**config.mk**
```make
export PLATFORM = sky130hd
export DESIGN_NAME = moving_average_warmup_core
export DESIGN_NICKNAME = d
export VERILOG_FILES = /design/src/rtl/maw_pkg.sv /design/src/rtl/maw_ram.sv /design/src/rtl/maw_div.sv /design/src/rtl/moving_average_warmup_core.sv
export SDC_FILE = /design/constraint.sdc
export NUM_CORES = 2
export LEC_CHECK = 0
export BUFFER_PORTS_ARGS = -buffer_cell sky130_fd_sc_hd__buf_2
export CORE_ASPECT_RATIO = 1.25
export CORE_MARGIN = 1
export CORE_UTILIZATION = 50
export DETAILED_ROUTE_END_ITERATION = 6
export PLACE_DENSITY = 0.65
export SLEW_MARGIN = 10
export SYNTH_ARGS = -nofsm -noshare
export SYNTH_HDL_FRONTEND = slang
export SYNTH_SLANG_ARGS = --single-unit
```
**constraint.sdc**
```tcl
create_clock -name clk -period 14.8 [get_ports clk]
set_clock_uncertainty 0.2 [all_clocks]
set_input_delay 0.74 -clock clk [delete_from_list [all_inputs] [get_ports clk]]
set_output_delay 0.74 -clock clk [all_outputs]
set_load 0.005 [all_outputs]
```
**src/rtl/maw_pkg.sv**
```systemverilog
// ----------------------------------------------------------------------------
// maw_pkg: shared types and constants for the moving average core
// Item layouts of both channels, operation codes and the fixed field widths.
// ----------------------------------------------------------------------------
package maw_pkg;

  localparam int SAMPLE_W = 16;
  localparam int CFG_W    = 9;

  localparam logic OP_PUSH  = 1'b0;
  localparam logic OP_CLEAR = 1'b1;

  typedef struct packed {
    logic                       operation;
    logic signed [SAMPLE_W-1:0] sample;
  } maw_in_t;

  typedef struct packed {
    logic signed [SAMPLE_W-1:0] average;
    logic                       window_full;
  } maw_out_t;

endpackage

```
**src/rtl/maw_ram.sv**
```systemverilog
// ----------------------------------------------------------------------------
// maw_ram: generic single-clock RAM
// One write port and one read port, read data registered.
// ----------------------------------------------------------------------------
module maw_ram #(
  parameter int WIDTH = 16,
  parameter int DEPTH = 256
) (
  input  logic                     clk,
  input  logic                     we,
  input  logic [$clog2(DEPTH)-1:0] waddr,
  input  logic [WIDTH-1:0]         wdata,
  input  logic [$clog2(DEPTH)-1:0] raddr,
  output logic [WIDTH-1:0]         rdata
);

  logic [WIDTH-1:0] mem [DEPTH];
  logic [WIDTH-1:0] rdata_r;

  always_ff @(posedge clk) begin
    if (we) begin
      mem[waddr] <= wdata;
    end
    rdata_r <= mem[raddr];
  end

  assign rdata = rdata_r;

endmodule

```
**src/rtl/maw_div.sv**
```systemverilog
// ----------------------------------------------------------------------------
// maw_div: bit-serial signed divider
// Restoring division of a signed sum by an unsigned nonzero count, one
// quotient bit per cycle, quotient truncated toward zero.
// ----------------------------------------------------------------------------
module maw_div #(
  parameter int DIVIDEND_W = 24,
  parameter int DIVISOR_W  = 9
) (
  input  logic                         clk,
  input  logic                         rst_n,
  input  logic                         start,
  input  logic signed [DIVIDEND_W-1:0] dividend,
  input  logic [DIVISOR_W-1:0]         divisor,
  output logic                         done,
  output logic signed [DIVIDEND_W-1:0] quotient
);

  localparam int CNT_W = $clog2(DIVIDEND_W);

  logic                  busy_r, busy_nxt;
  logic                  done_r, done_nxt;
  logic [CNT_W-1:0]      cnt_r, cnt_nxt;
  logic                  neg_r, neg_nxt;
  logic [DIVIDEND_W-1:0] mag_r, mag_nxt;
  logic [DIVISOR_W-1:0]  rem_r, rem_nxt;
  logic [DIVISOR_W-1:0]  den_r, den_nxt;

  logic [DIVISOR_W:0]    rem_shift;
  logic [DIVISOR_W:0]    rem_diff;
  logic                  fits;

  assign rem_shift = {rem_r, mag_r[DIVIDEND_W-1]};
  assign fits      = rem_shift >= {1'b0, den_r};
  assign rem_diff  = rem_shift - {1'b0, den_r};

  always_comb begin
    busy_nxt = busy_r;
    done_nxt = 1'b0;
    cnt_nxt  = cnt_r;
    neg_nxt  = neg_r;
    mag_nxt  = mag_r;
    rem_nxt  = rem_r;
    den_nxt  = den_r;
    if (start) begin
      busy_nxt = 1'b1;
      cnt_nxt  = CNT_W'(DIVIDEND_W - 1);
      neg_nxt  = dividend[DIVIDEND_W-1];
      // the most negative sum maps onto its own pattern, read as unsigned
      mag_nxt  = dividend[DIVIDEND_W-1] ? DIVIDEND_W'(-dividend) : DIVIDEND_W'(dividend);
      rem_nxt  = '0;
      den_nxt  = divisor;
    end else if (busy_r) begin
      rem_nxt = fits ? rem_diff[DIVISOR_W-1:0] : rem_shift[DIVISOR_W-1:0];
      mag_nxt = {mag_r[DIVIDEND_W-2:0], fits};
      cnt_nxt = cnt_r - 1'b1;
      if (cnt_r == '0) begin
        busy_nxt = 1'b0;
        done_nxt = 1'b1;
      end
    end
  end

  always_ff @(posedge clk) begin
    if (!rst_n) begin
      busy_r <= 1'b0;
      done_r <= 1'b0;
      cnt_r  <= '0;
    end else begin
      busy_r <= busy_nxt;
      done_r <= done_nxt;
      cnt_r  <= cnt_nxt;
    end
  end

  always_ff @(posedge clk) begin
    neg_r <= neg_nxt;
    mag_r <= mag_nxt;
    rem_r <= rem_nxt;
    den_r <= den_nxt;
  end

  assign done     = done_r;
  assign quotient = neg_r ? -$signed(mag_r) : $signed(mag_r);

endmodule

```
**src/rtl/moving_average_warmup_core.sv**
```systemverilog
// ----------------------------------------------------------------------------
// moving_average_warmup_core: boxcar moving average with warm-up
// Keeps the recent samples in a ring RAM and a running sum; each push emits
// the sum divided by the number of samples held, truncated toward zero.
//
//   channel  direction  handshake           payload
//   in_      input      in_valid/in_stall   maw_in_t  (operation, sample)
//   out_     output     out_valid/out_stall maw_out_t (average, window_full)
//   cfg_     input      cfg_we              window_length (9 bits)
//
// A push in warm-up passes the start and divide states; once the window is
// full it first passes the update state, which uses the ring RAM read of the
// oldest sample. The bit-serial divider gives one quotient bit per cycle over
// the sum width. A clear is done in the idle state. in_stall is high while an
// item is in work and while a finished result waits for the output register.
// Reset sets window length min(8, MAX_WINDOW), empties history; no RAM sweep.
// ----------------------------------------------------------------------------
module moving_average_warmup_core #(
  parameter int MAX_WINDOW = 256
) (
  input  logic                        clk,
  input  logic                        rst_n,
  input  logic                        in_valid,
  output logic                        in_stall,
  input  maw_pkg::maw_in_t            in_data,
  output logic                        out_valid,
  input  logic                        out_stall,
  output maw_pkg::maw_out_t           out_data,
  input  logic                        cfg_we,
  input  logic [maw_pkg::CFG_W-1:0]   cfg_wdata
);

  import maw_pkg::*;

  localparam int ADDR_W  = $clog2(MAX_WINDOW);
  localparam int WIN_W   = $clog2(MAX_WINDOW + 1);
  localparam int SUM_W   = SAMPLE_W + ADDR_W;
  localparam int CMP_W   = (WIN_W > CFG_W) ? WIN_W : CFG_W;
  localparam int WIN_RST = (MAX_WINDOW < 8) ? MAX_WINDOW : 8;

  localparam logic [2:0] S_IDLE   = 3'd0;
  localparam logic [2:0] S_UPDATE = 3'd1;
  localparam logic [2:0] S_START  = 3'd2;
  localparam logic [2:0] S_DIV    = 3'd3;
  localparam logic [2:0] S_HOLD   = 3'd4;

  logic [2:0]                 state_r, state_nxt;
  logic [WIN_W-1:0]           win_r, win_nxt;
  logic [WIN_W-1:0]           fill_r, fill_nxt;
  logic [ADDR_W-1:0]          ptr_r, ptr_nxt;
  logic signed [SUM_W-1:0]    sum_r, sum_nxt;
  logic signed [SAMPLE_W-1:0] x_r, x_nxt;
  logic [WIN_W-1:0]           den_r, den_nxt;
  logic                       full_r, full_nxt;
  logic                       out_valid_r, out_valid_nxt;
  maw_out_t                   out_data_r, out_data_nxt;

  logic                       in_accept;
  logic                       out_free;
  logic                       load_out;
  logic [WIN_W-1:0]           fill_inc;
  logic [WIN_W-1:0]           ptr_inc;
  logic [CMP_W-1:0]           cfg_ext;

  logic                       ram_we;
  logic [ADDR_W-1:0]          ram_waddr;
  logic [SAMPLE_W-1:0]        ram_wdata;
  logic [SAMPLE_W-1:0]        ram_rdata;

  logic                       div_start;
  logic                       div_done;
  logic signed [SUM_W-1:0]    div_quot;

  assign in_stall  = (state_r != S_IDLE);
  assign in_accept = in_valid && !in_stall;
  assign out_free  = !out_valid_r || !out_stall;
  assign fill_inc  = fill_r + WIN_W'(1);
  assign ptr_inc   = WIN_W'(ptr_r) + WIN_W'(1);
  assign cfg_ext   = CMP_W'(cfg_wdata);

  maw_ram #(
    .WIDTH (SAMPLE_W),
    .DEPTH (MAX_WINDOW)
  ) u_ring (
    .clk   (clk),
    .we    (ram_we),
    .waddr (ram_waddr),
    .wdata (ram_wdata),
    .raddr (ptr_r),
    .rdata (ram_rdata)
  );

  maw_div #(
    .DIVIDEND_W (SUM_W),
    .DIVISOR_W  (WIN_W)
  ) u_div (
    .clk      (clk),
    .rst_n    (rst_n),
    .start    (div_start),
    .dividend (sum_r),
    .divisor  (den_r),
    .done     (div_done),
    .quotient (div_quot)
  );

  always_comb begin
    state_nxt = state_r;
    win_nxt   = win_r;
    fill_nxt  = fill_r;
    ptr_nxt   = ptr_r;
    sum_nxt   = sum_r;
    x_nxt     = x_r;
    den_nxt   = den_r;
    full_nxt  = full_r;
    ram_we    = 1'b0;
    ram_waddr = fill_r[ADDR_W-1:0];
    ram_wdata = in_data.sample;
    div_start = 1'b0;
    load_out  = 1'b0;

    case (state_r)
      S_IDLE: begin
        if (in_accept) begin
          if (in_data.operation == OP_CLEAR) begin
            fill_nxt = '0;
            ptr_nxt  = '0;
            sum_nxt  = '0;
          end else if (fill_r < win_r) begin
            // warm-up: append at the fill position
            ram_we    = 1'b1;
            sum_nxt   = sum_r + SUM_W'(in_data.sample);
            fill_nxt  = fill_inc;
            den_nxt   = fill_inc;
            full_nxt  = (fill_inc == win_r);
            state_nxt = S_START;
          end else begin
            // full window: the oldest sample is being read from the ring
            x_nxt     = in_data.sample;
            state_nxt = S_UPDATE;
          end
        end
      end
      S_UPDATE: begin
        ram_we    = 1'b1;
        ram_waddr = ptr_r;
        ram_wdata = x_r;
        sum_nxt   = sum_r + SUM_W'(x_r) - SUM_W'($signed(ram_rdata));
        ptr_nxt   = (ptr_inc >= win_r) ? '0 : ptr_inc[ADDR_W-1:0];
        den_nxt   = win_r;
        full_nxt  = 1'b1;
        state_nxt = S_START;
      end
      S_START: begin
        div_start = 1'b1;
        state_nxt = S_DIV;
      end
      S_DIV: begin
        if (div_done) begin
          if (out_free) begin
            load_out  = 1'b1;
            state_nxt = S_IDLE;
          end else begin
            state_nxt = S_HOLD;
          end
        end
      end
      S_HOLD: begin
        // divider keeps its quotient until the output register frees up
        if (out_free) begin
          load_out  = 1'b1;
          state_nxt = S_IDLE;
        end
      end
      default: begin
        state_nxt = S_IDLE;
      end
    endcase

    if (cfg_we) begin
      if (cfg_ext == '0) begin
        win_nxt = WIN_W'(1);
      end else if (cfg_ext > CMP_W'(MAX_WINDOW)) begin
        win_nxt = WIN_W'(MAX_WINDOW);
      end else begin
        win_nxt = WIN_W'(cfg_ext);
      end
      fill_nxt = '0;
      ptr_nxt  = '0;
      sum_nxt  = '0;
    end
  end

  always_comb begin
    out_valid_nxt = out_valid_r && out_stall;
    out_data_nxt  = out_data_r;
    if (load_out) begin
      out_valid_nxt            = 1'b1;
      out_data_nxt.average     = div_quot[SAMPLE_W-1:0];
      out_data_nxt.window_full = full_r;
    end
  end

  always_ff @(posedge clk) begin
    if (!rst_n) begin
      state_r     <= S_IDLE;
      win_r       <= WIN_W'(WIN_RST);
      fill_r      <= '0;
      ptr_r       <= '0;
      sum_r       <= '0;
      out_valid_r <= 1'b0;
    end else begin
      state_r     <= state_nxt;
      win_r       <= win_nxt;
      fill_r      <= fill_nxt;
      ptr_r       <= ptr_nxt;
      sum_r       <= sum_nxt;
      out_valid_r <= out_valid_nxt;
    end
  end

  always_ff @(posedge clk) begin
    x_r        <= x_nxt;
    den_r      <= den_nxt;
    full_r     <= full_nxt;
    out_data_r <= out_data_nxt;
  end

  assign out_valid = out_valid_r;
  assign out_data  = out_data_r;

  a_push_busy: assert property (@(posedge clk) disable iff (!rst_n)
    in_accept && (in_data.operation == OP_PUSH) |=> in_stall)
    else $error("push item accepted but block did not go busy");

  a_fill_bound: assert property (@(posedge clk) disable iff (!rst_n)
    fill_r <= win_r)
    else $error("fill count exceeds window length");

  a_ptr_bound: assert property (@(posedge clk) disable iff (!rst_n)
    WIN_W'(ptr_r) < win_r)
    else $error("oldest pointer outside window");

  a_div_done_state: assert property (@(posedge clk) disable iff (!rst_n)
    div_done |-> (state_r == S_DIV))
    else $error("divider finished outside the divide state");

endmodule

```
==> results.yml <==
sta:
  fmax_mhz: 164.6
  slew_headroom: 0.07581
  timing.final.setup_violations: 0
  grt_setup_unrepaired: "no"
  timing.final.max_slew_violations: 0
  final.setup.tns_ps: 0
  hold_viol_final: 0
  fin_crit_sh: 0.4106
  worst-slew-pin-transition_ps: 1386
  timing.final.crit_period_ps: 6076
global_route:
  grt_pass1_vias: 81505
  grt-ovfl-total: 0
  grt_max_degree: 257
  global_route_wire_length_before_repair_um: 594800
  number_of_antenna_violations_at_the_first_check_in_global_routing: 17
  global_router_s_overall_resource_usage: 0.2469
route:
  remaining_drc_errors: 0
  via_count: 80393
  antenna_left: 0
  avgViaCountPerCell: 6.301
  routed_wl_um: 416300
  detailedRoute.firstPassIterationCount: 6
  drt-initial-drc-count: 10041
  route.detailed.wl_per_inst_um: 32.63
setup_path:
  worst_path_largest_cell_delay_ps: 830
  setup.worst_path.end_class: "flop"
  critical_path_buf_inv_count: 4
  required_ps: 15370
  worst-path-max-fanout: 91
  arrival_ps: 6650
  criticalPathCategory: "reg -> reg"
  critical_path.top_delay_family: "buffers and inverters"
  cpMaxStageDelayCell: "sky130_fd_sc_hd__o22ai_1"
  setup.worst_path.start_class: "flop"
  cp_cell_sequence: "buf_12 > buf_12 > buf_4 > mux4_2 > mux4_2 > o22ai_1 > nor4_2 > buf_4 > o31ai_1 > a21oi_1"
clock_tree:
  clkTransAtPathRegs_ps: 70
  numCtsBuffers: 398
  ctsLongestPathBuffers: 4
  clock_tree_from_tritoncts: "built"
  clockRootBuffer: "sky130_fd_sc_hd__clkbuf_16"
  clk_latency_ps: 940
  post_cts_resize_count: 0
  cts_htree_levels: 5
  clock-sinks: 4259
cells_and_area:
  finalNetCount: 8149
  nFillCells: 23977
  final_layout_size_suffix_gt1_frac: 0.2847
  final_cell_count_no_fill: 12758
  areaGrowthSynthToFinish_pct: 12.27
logic_synthesis:
  synth_cell_types: 77
  synth_warnings: 0
  synth_flop_cell: "sky130_fd_sc_hd__edfxtp_1"
  synth_sequential_area_ratio: 0.7593
  postSynthAreaPerCell_sq_um: 22.13
  synthesis.area_sq_um: 167300
  postSynth.asyncResetShare: 0
  synth-seq-cells: 4259
  syn_nets: 7698
  postSynthCellCount: 7562
  synth_enable_flop_cells: 4173
die:
  die_width_um: 519.4
  fp-row-count: 237
  die_h_um: 648.7
  die_area_sq_um: 337000
  floorplan.core_area_sq_um: 333000
  ioPinCount: 50
  initial_core_util: 0.5024
placement:
  place.detailed.instances: 12009
  finalWeightedCongestion: 0.8528
  dp_hpwl_um: 239800
  port_buffers: 49
worst_hold_path:
  worst_hold_path_type: "in -> reg"
power_and_ir_drop:
  power_per_cell_area_nw_per_um2: 129.4
  vdd_drop_max_uv: 98.55
  static-leakage-power_nw: 57.11
run:
  drv.max_cap_violation_count: 0
outcome:
  result_of_the_run: "finished clean"
where the power goes:
part           leakage, nW  internal [W]  switching [W]
combinational         12.6      0.000226       0.000560
clock                 6.24       0.00577        0.00436
sequential            38.2        0.0134      0.0000301
state kept, by name (all words and copies together) (netlist names), 3 cells and up:
register,flops
ptr_r,8
x_r,16
fill_r,9
u_ring.mem,4096
u_div.cnt_r,5
out_data,17
win_r,9
den_r,9
u_div.rem_r,9
sum_r,24
state_r,3
u_div.den_r,9
u_ring.rdata,16
u_div.mag_r,24
placed cells by master (no fill, tap or decap), drive strengths merged, types with 13 or more instances in the layout:
| master | synthesis | layout |
|---|---|---|
| clkbuf | 203 | 491 |
| clkinv | 2 | 163 |
| buf | 200 | 430 |
| o211ai | 20 | 20 |
| a211oi | 44 | 44 |
| xor2 | 22 | 22 |
| nand3 | 31 | 31 |
| inv | 130 | 141 |
| dlygate4sd3 | 0 | 24 |
| o21ai | 125 | 125 |
| clkinvlp | 0 | 13 |
| a21oi | 98 | 98 |
| nor2b | 15 | 15 |
| nor2 | 326 | 326 |
| mux4 | 1248 | 1248 |
| bufinv | 0 | 40 |
| o31ai | 36 | 36 |
| ha | 80 | 80 |
| nand2b | 29 | 29 |
| edfxtp | 4173 | 4173 |
| mux2i | 92 | 92 |
| nor4 | 25 | 25 |
| dfxtp | 86 | 86 |
| nand2 | 175 | 175 |
| fa | 25 | 25 |
| and3 | 13 | 13 |
| xnor2 | 82 | 82 |
| a21o | 16 | 16 |
| o22ai | 101 | 101 |
| nor3 | 20 | 20 |
synthesized netlist by cell type (all sizes together) (4+ instances only):
cell type | n | share of area
a2111oi | 4 | 0.00021
a211oi | 44 | 0.0020
a21boi | 6 | 0.00027
a21o | 16 | 0.00072
a21oi | 98 | 0.0029
a221oi | 10 | 0.00052
a22oi | 9 | 0.00040
a31oi | 7 | 0.00026
and2 | 9 | 0.00034
and3 | 13 | 0.00049
buf | 200 | 0.0065
clkbuf | 203 | 0.0046
dfxtp | 86 | 0.010
edfxtp | 4173 | 0.75
fa | 25 | 0.0030
ha | 80 | 0.0060
inv | 130 | 0.0029
mux2i | 92 | 0.0055
mux4 | 1248 | 0.17
nand2 | 175 | 0.0040
nand2b | 29 | 0.0011
nand3 | 31 | 0.00093
nand3b | 9 | 0.00040
nand4 | 12 | 0.00045
nor2 | 326 | 0.0073
nor2b | 15 | 0.00056
nor3 | 20 | 0.00066
nor4 | 25 | 0.0010
o211ai | 20 | 0.00090
o21a | 8 | 0.00036
o21ai | 125 | 0.0037
o21bai | 10 | 0.00045
o22ai | 101 | 0.0038
o31ai | 36 | 0.0017
o41ai | 7 | 0.00050
or3 | 9 | 0.00034
xnor2 | 82 | 0.0043
xor2 | 22 | 0.0012
through the flow:
| step | power [W] | utilization | cell area [sq um] | hold slack, ps | worst slack, ps |
|---|---|---|---|---|---|
| final | 0.02431 | 0.5641 | 187800 | 95.28 | 8724 |
| after global routing | 0.02493 | 0.5640 | 187800 | 85.20 | 8287 |
| after CTS | 0.02444 | 0.5639 | 187800 | 6.178 | 8570 |
| after detailed placement | 0.01442 | 0.5248 | 174800 | 207.1 | 8597 |
| after global placement | 0.01438 | 0.5248 | 174800 | 211.6 | 8500 |
| after floorplan | 0.01431 | - | 167300 | 200.3 | 1087 |
worst min-delay path, cell delays in order:
cell and delay [ps]:
sky130_fd_sc_hd__buf_2 90, sky130_fd_sc_hd__nand2_1 100, sky130_fd_sc_hd__o22ai_1 110, sky130_fd_sc_hd__and2_1 130
timing repair:
action / 4_1_cts / 5_1_grt
buffers inserted: 0 / 0
hold endpoints to repair: 24 / 0
setup endpoints to repair: 0 / 0
hold buffers: 24 / 0
metal layers:
layer,up-vias,part of all wire,track usage
li1,32741,-,-
met1,43397,0.38,0.3364
met2,3618,0.50,0.4033
met3,619,0.084,0.04582
met4,18,0.035,0.08380
met5,-,0.00029,0
final cells by class:
class / instances / area [sq um] / share of cell area
Sequential cell: 4259 / 127100 / 0.6764
Multi-Input combinational cell: 2768 / 38430 / 0.2046
Clock buffer: 491 / 10580 / 0.05633
Tap cell: 4421 / 5532 / 0.02945
Timing Repair Buffer: 454 / 3528 / 0.01878
Clock inverter: 225 / 2195 / 0.01168
Inverter: 132 / 503.0 / 0.002678
Antenna cell: 8 / 20.02 / 0.0001066
final timing paths:
kind / endpoint / start / slack [ps] / depth (start not counted)
max: u_ring.rdata[7] / ptr_r[0] / 8720 / 10
min: win_r[2] / cfg_wdata[2] / 100 / 4
max reg2reg: u_ring.rdata[7] / ptr_r[0] / 8720 / 10
min reg2reg: u_div.den_r[7] / den_r[7] / 220 / 0
cell families (layout without fill, tap and decap cells):
family | after synthesis | count (layout) | synth area share
flip-flops | 4259 | 4259 | 0.7593
AND/OR/NAND/NOR | 686 | 686 | 0.01818
other | 0 | 8 | 0
XOR/XNOR | 104 | 104 | 0.005444
AO/OA/AOI/OAI | 533 | 533 | 0.02061
adder cells (fa/ha/maj) | 105 | 105 | 0.008974
buffers and inverters | 535 | 1302 | 0.01404
multiplexers | 1340 | 1340 | 0.1735
(Power assumes the default switching activity.)
